--- src/hw/rtl/mcfe_pkg.sv ---
package mcfe_pkg;

    localparam int CMD_BITS   = 32;
    localparam int LIMIT_BITS = 31;
    localparam int NODE_BITS  = 8;
    localparam int CODE_BITS  = 16;
    localparam int IDENT_BITS = 29;
    localparam int FRAME_BITS = 64;

    localparam logic [4:0] MIT_COMM_TYPE = 5'd1;

    // clamp, scale by 65535, then one quotient bit per stage
    localparam int DIV_STEPS  = CODE_BITS;
    localparam int STG_CLAMP  = 0;
    localparam int STG_SCALE  = 1;
    localparam int STG_DIV0   = 2;
    localparam int NUM_STAGES = STG_DIV0 + DIV_STEPS;

    typedef enum logic [2:0] {
        REG_POSITION_LIMIT  = 3'd0,
        REG_VELOCITY_LIMIT  = 3'd1,
        REG_TORQUE_LIMIT    = 3'd2,
        REG_STIFFNESS_LIMIT = 3'd3,
        REG_DAMPING_LIMIT   = 3'd4,
        REG_NODE_ID         = 3'd5
    } reg_index_t;

    typedef struct packed {
        logic [LIMIT_BITS-1:0] position_limit;
        logic [LIMIT_BITS-1:0] velocity_limit;
        logic [LIMIT_BITS-1:0] torque_limit;
        logic [LIMIT_BITS-1:0] stiffness_limit;
        logic [LIMIT_BITS-1:0] damping_limit;
        logic [NODE_BITS-1:0]  node_id;
    } cfg_t;

endpackage

--- src/hw/rtl/mcfe_config.sv ---
module mcfe_config
    import mcfe_pkg::*;
(
    input  logic                  clk,
    input  logic                  rst_n,
    input  logic                  write_en,
    input  logic [2:0]            index,
    input  logic [LIMIT_BITS-1:0] wdata,
    output cfg_t                  cfg
);

    cfg_t cfg_reg;
    cfg_t cfg_next;

    always_comb
    begin
        cfg_next = cfg_reg;
        if (write_en)
        begin
            case (index)
                REG_POSITION_LIMIT:  cfg_next.position_limit  = wdata;
                REG_VELOCITY_LIMIT:  cfg_next.velocity_limit  = wdata;
                REG_TORQUE_LIMIT:    cfg_next.torque_limit    = wdata;
                REG_STIFFNESS_LIMIT: cfg_next.stiffness_limit = wdata;
                REG_DAMPING_LIMIT:   cfg_next.damping_limit   = wdata;
                REG_NODE_ID:         cfg_next.node_id         = wdata[NODE_BITS-1:0];
                default:             cfg_next = cfg_reg;
            endcase
        end
    end

    always_ff @(posedge clk or negedge rst_n)
    begin
        if (!rst_n)
        begin
            cfg_reg.position_limit  <= 31'd823550;
            cfg_reg.velocity_limit  <= 31'd2162688;
            cfg_reg.torque_limit    <= 31'd917504;
            cfg_reg.stiffness_limit <= 31'd32768000;
            cfg_reg.damping_limit   <= 31'd327680;
            cfg_reg.node_id         <= 8'd1;
        end
        else
        begin
            cfg_reg <= cfg_next;
        end
    end

    assign cfg = cfg_reg;

endmodule

--- config.mk ---
export PLATFORM = sky130hd
export DESIGN_NAME = mcfe_config
export DESIGN_NICKNAME = d
export VERILOG_FILES = /design/src/hw/rtl/mcfe_pkg.sv /design/src/hw/rtl/mcfe_config.sv
export SDC_FILE = /design/constraint.sdc
export NUM_CORES = 1
export LEC_CHECK = 0
export ABC_AREA = 1
export BUFFER_PORTS_ARGS = -buffer_cell sky130_fd_sc_hd__buf_4
export CORE_MARGIN = 2
export CORE_UTILIZATION = 30
export DETAILED_ROUTE_END_ITERATION = 8
export PLACE_DENSITY_LB_ADDON = 0.05
export SLEW_MARGIN = 40
export SYNTH_ARGS = -nofsm -noshare
export SYNTH_HDL_FRONTEND = slang
export SYNTH_SLANG_ARGS = --single-unit
--- constraint.sdc ---
create_clock -name clk -period 1.8 [get_ports clk]
set_input_delay 0.27 -clock clk [delete_from_list [all_inputs] [get_ports clk]]
set_output_delay 0.27 -clock clk [all_outputs]
set_load 0.02 [all_outputs]
# == Word-level counts from Yosys, hierarchy flattened ==
# Index checks and enable logic that the tools add are counted.
# classes
reduce_logical,7
eq_ne,5
# op_table
op,count
$reduce_and A2 Y1,6
$eq A3 B2 Y1 const B,2
$eq A3 B3 Y1 const B,2
$eq A3 B1 Y1 const B,1
$logic_not A3 Y1,1
# word_totals
word_cells,18
out_inout_bits,163
regBits,163

# == Logic depth before layout (Yosys ltp) ==
# logic_depth
word_depth,2
mapped_depth,6
mapped_depth_nobuf,5

# == Worst setup path after synthesis ==
# Ideal clock, no wire load.
# synth_path
path_kind,input -> register
from,input write_en
to,"register cfg_reg, in the netlist cfg[39]"
slack_ns,0.797
path_buffers,1
arrival_ns,0.887
required_time_ns,1.684
path_stages,6
path_cell_list,inv_2 -> nor2_2 -> nand2_1 -> clkbuf_1 -> nand2_1 -> nand2_1
# synth_via
elab_chain_len,1
# synth_lines
element,line,rtl
start: declaration,mcfe_config.sv:6,"input logic write_en,"
$reduce_and A2 Y1 (no line),n/a,
end signal: assignment,mcfe_config.sv:45,cfg_reg <= cfg_next;
end: declaration,mcfe_config.sv:12,cfg_t cfg_reg;
# No other way between the ends.
# A chain may end at the register's enable or synchronous reset.

# == Final worst setup path ==
# layout_path
from,"register cfg_reg, in the netlist cfg[135]"
to,output cfg[135] (netlist bit)
# layout_lines
element,line,rtl
end: declaration,mcfe_config.sv:9,output cfg_t cfg
# No word-level cell between the ends.

==> reports/results.ini <==
[run_status]
outcome = finished, final reports clean

[setup_path]
crit_arrival_ps = 1110
slowest_stage = dfstp_2
path_max_fanout = 2
slowest_delay_ps = 540
critPathKind = reg -> out
path_cells = buf_4
critPathRequiredTime_ps = 1530
critical_path_buf_inv_count = 1
end_kind = primary output
startpoint_type = flip-flop
critPathTopFamily = flip-flops

[layout]
largest_register_ffs = 163
layout.nets = 960
drive_gt1_share_pct = 31.09
stdcell_area_um2 = 8971
area_growth_pct = 40.26
diodes = 0

[grt]
grt_max_degree = 53
grt_pass1_vias = 5452
grtUsageTotal_pct = 19.26
gr-total-overflow = 0
grt_first_pass_wirelength_um = 32620
antenna_found_initial = 0

[worst_hold_path]
hold_class = in -> reg

[place]
port_buffers = 199
hpwl_um = 15210
post_dp_cell_area_um2 = 8358
gp_congestion = 0.8129

[clock_network]
clk_path_buf_depth = 2
ctsResizeCount = 0
root_buffer = clkbuf_16
cts.sinks = 163
clk_transition_reported_paths_ps = 70
cts_made_buffers = 17
cts_tree = done
hold_buffers = 1
postCtsSetupRepairBufs = 0
clkLatencyLatePin_ps = 420
cts-htree-levels = 4

[logic_synthesis]
yosysMostFrequentCell = nand2_1
synth.area.top_cells = dfrtp_1 54%, nand2_1 22%, dfstp_2 10%
synth_common_cells = 375 x nand2_1, 138 x dfrtp_1, 124 x nand3_1, 26 x buf_2, 25 x dfstp_2
ys_warn_count = 0
synth-seq-cells = 163
synth_area_um2 = 6396
synthCells = 717
ys_seq_area_share_pct = 64.26
synth.top_cell.area_share_pct = 53.99
synth_edf_count = 0
async_reset_ff_share_pct = 100.0
synth_ff_type = dfrtp_1
synth_top_cell_by_area = dfrtp_1
ys_types = 13
syn_nets = 754
avgSynthCellArea_um2 = 8.921

[die]
io_pins = 200
die_h_um = 150.0
core_area_um2 = 20960
rows = 53
initial_utilization_pct = 30.52
die_w_um = 150.0
die_area_um2 = 22500

[pwr]
leakage_uw = 0.004869
peakVddDrop_uv = 558.9
powerDensity_nw_per_um2 = 1303

[drt]
vias = 5566
drtIter0Drc = 327
ant_nets = 0
totalWireLength_um = 21430
drt_first_pass_iters = 4
avgRoutedWirePerCell_um = 17.70
viasPerCell = 4.596
route.detailed.drc = 0

[run]
cap_violations = 0

[sta]
rsz0062_at_grt = no
slew-limit-headroom_pct = 64.46
clock-skew-final_ps = 0
tightest_slew_ps = 531.1
fmax_mhz = 726.0
fin_crit_sh_pct = 76.52
min_period_ps = 1377
finalSetupViolCount = 0
finalMaxSlewViolations = 0
tns_ps = 0
hold_viol_final = 0

==> final timing paths <==
kind | start | endpoint | slack, ps | cells after the start
max | cfg[135] | cfg[135] | 420 | 1
min | wdata[24] | cfg[63] | 90 | 3
max reg2reg | cfg[57] | cfg[57] | 1070 | 2
min reg2reg | cfg[117] | cfg[117] | 460 | 2
max in group asynchronous | rst_n | cfg[138] | 780 | 3
min in group asynchronous | rst_n | cfg[20] | 350 | 2
==> kinds of logic after synthesis <==
logic type	Yosys count	share of synthesized area [%]
buf+inv	49	3.443
flops	163	64.26
simple gates	505	32.30
==> cell type report <==
cell class	instances	area (µm²)
flip-flops and latches	163	4110
inverters	6	22.52
well taps	275	344.1
fillers	2160	11980
repair buffers	230	1808
clock buffers	21	450.4
multi-input cells	505	2083
clock inverters	11	152.6
==> placed cells by master (no fill, tap or decap), drive strengths merged <==
| cell type | netlist | layout |
|---|---|---|
| clkinv | 0 | 3 |
| nand3 | 124 | 124 |
| inv | 6 | 8 |
| buf | 29 | 229 |
| dlygate4sd3 | 0 | 1 |
| clkbuf | 14 | 21 |
| clkinvlp | 0 | 3 |
| nor2 | 6 | 6 |
| nand2 | 375 | 375 |
| dfstp | 25 | 25 |
| bufinv | 0 | 3 |
| dfrtp | 138 | 138 |
==> report_power, final <==
group / total (µW) / internal (µW) / switching, µW / leakage, µW
sequential: 4870 / 4430 / 437 / 0.00200
combinational: 3080 / 1240 / 1840 / 0.00259
clock: 3750 / 2230 / 1510 / 0.000284
==> through the flow <==
step	util, %	setup WS, ps	instances	hold WS [ps]	total power, µW
after global routing	42.81	385.3	1211	99.24	12290
final	42.81	422.6	1211	92.71	11690
after detailed placement	39.89	477.2	1178	239.6	8058
after floorplan	-	797.0	717	-25.59	6350
after global placement	39.89	514.9	1178	239.3	8019
after CTS	42.81	401.6	1211	82.20	11830
==> layer usage <==
layer	wire, µm	GRT usage, %	up-vias
li1	-	-	2681
met1	9570	25.86	2705
met2	10340	31.28	168
met3	1320	4.726	12
met4	198	4.953	0
met5	0	0	-
Note: power is estimated with default switching activity, not from simulation.
