===== config.mk =====
export PLATFORM = sky130hd
export DESIGN_NAME = mcfe_lane
export DESIGN_NICKNAME = d
export VERILOG_FILES = /design/src/hw/rtl/mcfe_pkg.sv /design/src/hw/rtl/mcfe_lane.sv
export SDC_FILE = /design/constraint.sdc
export NUM_CORES = 2
export LEC_CHECK = 0
export BUFFER_PORTS_ARGS = -buffer_cell sky130_fd_sc_hd__clkbuf_2
export CAP_MARGIN = 5
export CORE_UTILIZATION = 71
export CTS_BUF_LIST = sky130_fd_sc_hd__clkbuf_2 sky130_fd_sc_hd__clkbuf_4 sky130_fd_sc_hd__clkbuf_8
export DETAILED_ROUTE_END_ITERATION = 10
export PLACE_DENSITY = 0.89
export SETUP_SLACK_MARGIN = 0.15
export SLEW_MARGIN = 10
export SYNTH_ARGS = -nofsm -noshare
export SYNTH_HDL_FRONTEND = slang
export SYNTH_SLANG_ARGS = --single-unit

===== constraint.sdc =====
create_clock -name clk -period 13.55 [get_ports clk]
set_input_delay 0 -clock clk [delete_from_list [all_inputs] [get_ports clk]]
set_output_delay 0 -clock clk [all_outputs]
set_load 0.005 [all_outputs]

===== src/hw/rtl/mcfe_pkg.sv =====
package mcfe_pkg;

    localparam int CMD_BITS   = 32;
    localparam int LIMIT_BITS = 31;
    localparam int NODE_BITS  = 8;
    localparam int CODE_BITS  = 16;
    localparam int IDENT_BITS = 29;
    localparam int FRAME_BITS = 64;

    localparam logic [4:0] MIT_COMM_TYPE = 5'd1;

    // clamp, scale by 65535, then one quotient bit per stage
    localparam int DIV_STEPS  = CODE_BITS;
    localparam int STG_CLAMP  = 0;
    localparam int STG_SCALE  = 1;
    localparam int STG_DIV0   = 2;
    localparam int NUM_STAGES = STG_DIV0 + DIV_STEPS;

    typedef enum logic [2:0] {
        REG_POSITION_LIMIT  = 3'd0,
        REG_VELOCITY_LIMIT  = 3'd1,
        REG_TORQUE_LIMIT    = 3'd2,
        REG_STIFFNESS_LIMIT = 3'd3,
        REG_DAMPING_LIMIT   = 3'd4,
        REG_NODE_ID         = 3'd5
    } reg_index_t;

    typedef struct packed {
        logic [LIMIT_BITS-1:0] position_limit;
        logic [LIMIT_BITS-1:0] velocity_limit;
        logic [LIMIT_BITS-1:0] torque_limit;
        logic [LIMIT_BITS-1:0] stiffness_limit;
        logic [LIMIT_BITS-1:0] damping_limit;
        logic [NODE_BITS-1:0]  node_id;
    } cfg_t;

endpackage


===== src/hw/rtl/mcfe_lane.sv =====
module mcfe_lane
    import mcfe_pkg::*;
(
    input  logic                  clk,
    input  logic [NUM_STAGES-1:0] en,
    input  logic [CMD_BITS-1:0]   cmd,
    input  logic [LIMIT_BITS-1:0] limit,
    input  logic                  symmetric,
    output logic [CODE_BITS-1:0]  code
);

    localparam int SPAN_BITS = LIMIT_BITS + 1;
    localparam int SUM_BITS  = CMD_BITS + 2;
    localparam int N_BITS    = SPAN_BITS + CODE_BITS;

    logic [LIMIT_BITS-1:0] lim_eff;
    logic [SPAN_BITS-1:0]  span;
    logic [SUM_BITS-1:0]   sum;
    logic [SPAN_BITS-1:0]  off_next;
    logic [SPAN_BITS-1:0]  off_reg;
    logic [N_BITS-1:0]     n_next;
    logic [N_BITS-1:0]     n_reg;

    // a zero limit acts as the smallest span
    assign lim_eff = (limit == '0) ? LIMIT_BITS'(1) : limit;
    assign span    = symmetric ? {lim_eff, 1'b0} : {1'b0, lim_eff};

    // shift the span floor to zero, then saturate against the span
    assign sum = {{2{cmd[CMD_BITS-1]}}, cmd}
               + (symmetric ? {3'b000, lim_eff} : SUM_BITS'(0));

    always_comb
    begin
        if (sum[SUM_BITS-1])
            off_next = '0;
        else if (sum > {2'b00, span})
            off_next = span;
        else
            off_next = sum[SPAN_BITS-1:0];
    end

    always_ff @(posedge clk)
    begin
        if (en[STG_CLAMP])
            off_reg <= off_next;
    end

    // off * 65535 as a shift and subtract
    assign n_next = {off_reg, {CODE_BITS{1'b0}}} - {{CODE_BITS{1'b0}}, off_reg};

    always_ff @(posedge clk)
    begin
        if (en[STG_SCALE])
            n_reg <= n_next;
    end

    // restoring division: low dividend bits shift out at the top of lq,
    // quotient bits shift in at the bottom
    logic [SPAN_BITS-1:0] rem_reg [DIV_STEPS-1];
    logic [CODE_BITS-1:0] lq_reg  [DIV_STEPS];

    for (genvar k = 0; k < DIV_STEPS; k++)
    begin : g_step
        logic [SPAN_BITS-1:0] rem_in;
        logic [CODE_BITS-1:0] lq_in;
        logic [SPAN_BITS:0]   trial;
        logic [SPAN_BITS+1:0] diff;
        logic                 ge;
        logic [CODE_BITS-1:0] lq_next;

        if (k == 0)
        begin : g_first
            assign rem_in = n_reg[N_BITS-1:CODE_BITS];
            assign lq_in  = n_reg[CODE_BITS-1:0];
        end
        else
        begin : g_rest
            assign rem_in = rem_reg[k-1];
            assign lq_in  = lq_reg[k-1];
        end

        assign trial   = {rem_in, lq_in[CODE_BITS-1]};
        assign diff    = {1'b0, trial} - {2'b00, span};
        assign ge      = ~diff[SPAN_BITS+1];
        assign lq_next = {lq_in[CODE_BITS-2:0], ge};

        always_ff @(posedge clk)
        begin
            if (en[STG_DIV0 + k])
                lq_reg[k] <= lq_next;
        end

        if (k < DIV_STEPS - 1)
        begin : g_rem
            logic [SPAN_BITS-1:0] rem_next;

            assign rem_next = ge ? diff[SPAN_BITS-1:0] : trial[SPAN_BITS-1:0];

            always_ff @(posedge clk)
            begin
                if (en[STG_DIV0 + k])
                    rem_reg[k] <= rem_next;
            end
        end
    end

    assign code = lq_reg[DIV_STEPS-1];

endmodule


Word-level counts from Yosys, hierarchy flattened
Memories as Yosys holds them, arrays and structs flattened.
Index checks and enable logic that the tools add are counted.
Storage, ports and cells
  register bits after elaboration: 80
  bits in latches: 0
  bits in writable memories: 736
  memory bits (read-only): 0
  logic and storage cells: 91
  memories kept: 2
Memory list
  rem_reg: words 15, width 32, rd ports 15, clocked after Yosys merged registers in 0, write ports 15, RTL line mcfe_lane.sv:59  | logic [SPAN_BITS-1:0] rem_reg [DIV_STEPS-1];
  lq_reg: words 16, width 16, rd ports 16, clocked after Yosys merged registers in 0, write ports 16, RTL line mcfe_lane.sv:60  | logic [CODE_BITS-1:0] lq_reg [DIV_STEPS];
Cells by class
  add/subtract/negate cells: 18
  multiply operators: 0
  div/mod/pow operators: 0
  $lt $le $gt $ge: 1
  equal/unequal tests: 0
  shift operators: 0
  mux-type cells: 51
  bitwise logic cells: 16
  reductions and logical operators: 1
Operators by type and width (count)
  2-to-1 mux 32 bit: 17
  subtractor 33 x 32 -> 34 bit: 16
  2-to-1 mux 31 bit: 2
  subtractor 48 x 32 -> 48 bit: 1
  > comparator 34 x 32 -> 1 bit: 1
  adder 32 x 32 -> 33 bit: 1
  2-to-1 mux 1 bit: 32
  logical NOT 31 bit: 1
  inverter 1 bit: 16

Depth between registers and ports, before layout
  depth in word-level cells: 6
  depth in mapped cells: 29

Least setup slack after synthesis
Ideal clock, no wire load.
  kind: input-to-reg
  from: input limit[27]
  to: memory rem_reg[1][18] (netlist name), data pin
  library setup time: 0.260 ns
  arrival time: 4.956 ns
  path slack: 8.334 ns
  stages: 17
  cell sequence: nor4_1 nand4_1 o21bai_1 and2_1 a21oi_1 ha_1 nor2b_1 o21ai_0 a21boi_0 o21ai_0 a21o_1 o2bb2ai_1 o211a_1 o31ai_2 o41ai_4 buf_4 mux2_2
RTL lines
  from (decl): RTL line mcfe_lane.sv:7  | input logic [LIMIT_BITS-1:0] limit,
  to (decl): RTL line mcfe_lane.sv:59

Worst setup path in the final report
  from: input limit[20]
  to: register off_reg[9], data pin
On the way
  word-level cells in the longest chain between the ends: 6
  elaborated cells on any way between the ends: 7
  those cells by class: add/sub (1); order compare (1); mux (4); reduce/logical (1)
RTL lines
  logical NOT 31 bit: RTL line mcfe_lane.sv:25  | assign lim_eff = (limit == '0) ? LIMIT_BITS'(1) : limit;
  2-to-1 mux 31 bit (*): RTL line mcfe_lane.sv:25
  2-to-1 mux 31 bit: RTL line mcfe_lane.sv:30  | + (symmetric ? {3'b000, lim_eff} : SUM_BITS'(0));
  adder 32 x 32 -> 33 bit: RTL line mcfe_lane.sv:30
  > comparator 34 x 32 -> 1 bit: RTL line mcfe_lane.sv:36  | else if (sum > {2'b00, span})
  2-to-1 mux 32 bit: RTL line mcfe_lane.sv:36
  to (signal assigned): RTL line mcfe_lane.sv:45  | off_reg <= off_next;
  to (decl): RTL line mcfe_lane.sv:20  | logic [SPAN_BITS-1:0] off_reg;
Mark *: on every way between the ends. The rest lies on a longest branch, timed or not.
A chain may end at the register's enable or synchronous reset.

==> reports/qor.txt <==
Status: complete, no violations
Post_cts resized: 0
Min-Delay Path Class: input pin to register
Max FO, Critical Path: 63
Adder-cell share of the synthesized area: 13.6%
Slowest CP cell: dlygate4sd3_1
Vias per inst: 6.48
Min Tclk post-route: 5.97 ns
Max_cap viols: 0
Crit-path max cell delay: 0.57 ns
Leakage: 24.9 nW
WP data arrival: 6.53 ns
RSZ-0062 raised after global routing: false
Max Slew Vio Count: 0
Hold Path Stages: 6
Area of the die: 81000 um^2
DRC: 0
Layout cells sized above 1: 11.1%
Largest net degree at the start of global routing: 64
Placer Congestion: 0.970
Post-CTS Setup Inserts: 0
Synth Area in Compound Gates: 19.3%
Worst Hold End: off_reg[30]$_SDFFCE_PN0P_
Final wirelength: 140000 um
Core footprint: 79000 um^2
Post-Syn Area: 56700 um^2
Clk slew on worst S/H paths: 0.06 ns
Register area share after synthesis: 43.2%
Final hold violations: 0
Synth top area cells: edfxtp_1, ha_1, a21oi_1, xnor2_1, a21o_1
Top_reg_cell synth: edfxtp_1
Synthesized Nets: 6138
Site Rows: 103
CP required: 14.11 ns
Synth Area in XOR/XNOR: 6.86%
Peak supply drop: 0.000111 V
Hold wc startpoint: cmd[30]
Reg2Reg Launch Point: rem_reg[1][0]$_DFFE_PP_
Final core occ: 78.5%
Most Frequent Cell on Critical Path: a21o_1
Area Growth Syn to Fin: 9.37%
Multiplexer share of the synthesized area: 3.14%
Synth unique cells: 99
Root Driver: clkbuf_8
Routed Antenna Nets: 0
Cts bufs inserted: 142
Vias in the first global route: 45000
Nets: 6399
R2R Setup Slk: 9.13 ns
Largest family of logic cells by synthesized area: compound AO/OA/AOI/OAI gates
Bufs on Longest Clock Path: 3
Layout Skew: 0.0366 ns
Commonest non-fill, non-tap cell in the layout: edfxtp_1
Mean Syn Cell Area: 10.4 um^2
Port bufs: 98
Pwr dens: 254 nW/um^2
Register-to-Register Path Depth: 11
Slew margin rel.: 21.3%
Flops & latches, synth: 816
H-tree depth: 4
Initial DRC count: 3514
Fillers: 4821
Crit path launch: limit[20]
Final Instance Area: 62000 um^2
Skew-Pair Late Insertion Delay: 0.83 ns
Grt total ovfl: 0
Maximum clock frequency: 168 MHz
Synth Instances: 5448
DRT Pass-1 Iters: 9
Top-Level Pins: 99
Post-synth EDFFs: 816
Startpoint Class: input pin
Hold WS: 0.0648 ns
Gr usage total: 34.2%
Final worst path period share: 44.0%
Max reg flops: 480
Synth warnings: 0
Post-synth top area cell: edfxtp_1
Effective utilization at floorplan: 71.8%
Vias: 44500
Most frequent cells in the layout: edfxtp_1, ha_1, a21oi_1
Worst-Margin Slew: 1.18 ns
Critical path class: input pin to register
Initial antenna violation count: 2
First-pass GRT wire length: 222000 um
Critical Path End Type: register
CTS tree: yes
Clock sinks: 816
Chip Width: 285 um
Chip Height: 285 um
Async set or reset register ratio after synthesis: 0%
Detailed placer's ending HPWL: 101000 um
Finish-stage setup viols: 0
Drt wl/cell: 20.4 um
Simple-Gate Fraction of Synth Area: 11.8%
Setup TNS: 0 ns
Reg2reg end: rem_reg[1][33]$_DFFE_PP_
Synth top area share: 43.2%
Placed Area: 58700 um^2
-- timing repair --
action | CTS | global route
setup endpoints to repair | 0 | 0
hold buffers | 62 | 0
hold endpoints to repair | 797 | 0
-- per-stage QoR --
step	instances	total power [mW]	worst slack, ns
6_report	6871	15.8	7.58
5_1_grt	6871	16.9	7.18
2_1_floorplan	5448	11.5	8.33
3_3_place_gp	6553	12.9	7.91
4_1_cts	6870	15.7	7.83
3_5_place_dp	6553	13.3	7.77
-- critical path: cells and delay by family --
family	cells	cell delay, ns
compound gates	18	3.03
buf+inv	4	1.77
simple gates	6	1.04
fa+ha+maj	2	0.49
xor+xnor	1	0.16
-- routing by layer --
layer  global-route usage [%]  up-vias  share of wire (%)  wire length, um
met5                        0        -             0.0050                7
met4                     20.1        2                6.0             8380
met3                     6.66      511                7.2            10100
met2                     61.3     1747                 50            70100
met1                     37.5    21100                 37            51300
li1                         -    21200                  -                -
-- worst max path at each step --
stage / end / slack (ns)
after floorplan: rem_reg[1][18]$_DFFE_PP_ / 8.33
final: off_reg[9]$_SDFFCE_PN0P_ / 7.58
after CTS: off_reg[28]$_SDFFCE_PN0P_ / 7.83
after global placement: rem_reg[0][158]$_DFFE_PP_ / 7.91
after detailed placement: rem_reg[0][158]$_DFFE_PP_ / 7.77
after global routing: off_reg[28]$_SDFFCE_PN0P_ / 7.18
-- power breakdown --
part,switching (mW),internal (mW),total [mW]
logic,4.87,3.89,8.76
registers,0.516,4.28,4.79
clock network,1.07,1.14,2.21
total,6.46,9.31,15.8
-- Yosys cell counts, drive strengths merged (93+ instances only) --
cell / count
a21oi: 601
a21o: 241
nor2: 482
ha: 591
inv: 169
nand3: 93
xnor2: 286
o21ai: 376
mux2: 145
edfxtp: 816
nand2: 369
xor2: 158
-- logic make-up after synthesis --
family | count (synthesis)
AOI/OAI and AO/OA | 1715
xor gates and xnor gates | 444
adders and majority gates | 607
buffers and inverters | 276
DFF | 816
muxes | 157
and+or+nand+nor | 1433
-- final cells by class --
type,instances,area [um^2],area share [%]
antenna,1,2.50,0.00403
clock buffer,180,2240,3.61
clock inverter,75,504,0.813
inverter,169,634,1.02
multi-input combinational,4356,31200,50.4
sequential,816,24500,39.5
tap,1050,1310,2.12
timing repair buffer,224,1590,2.57
(Power assumes the default switching activity.)
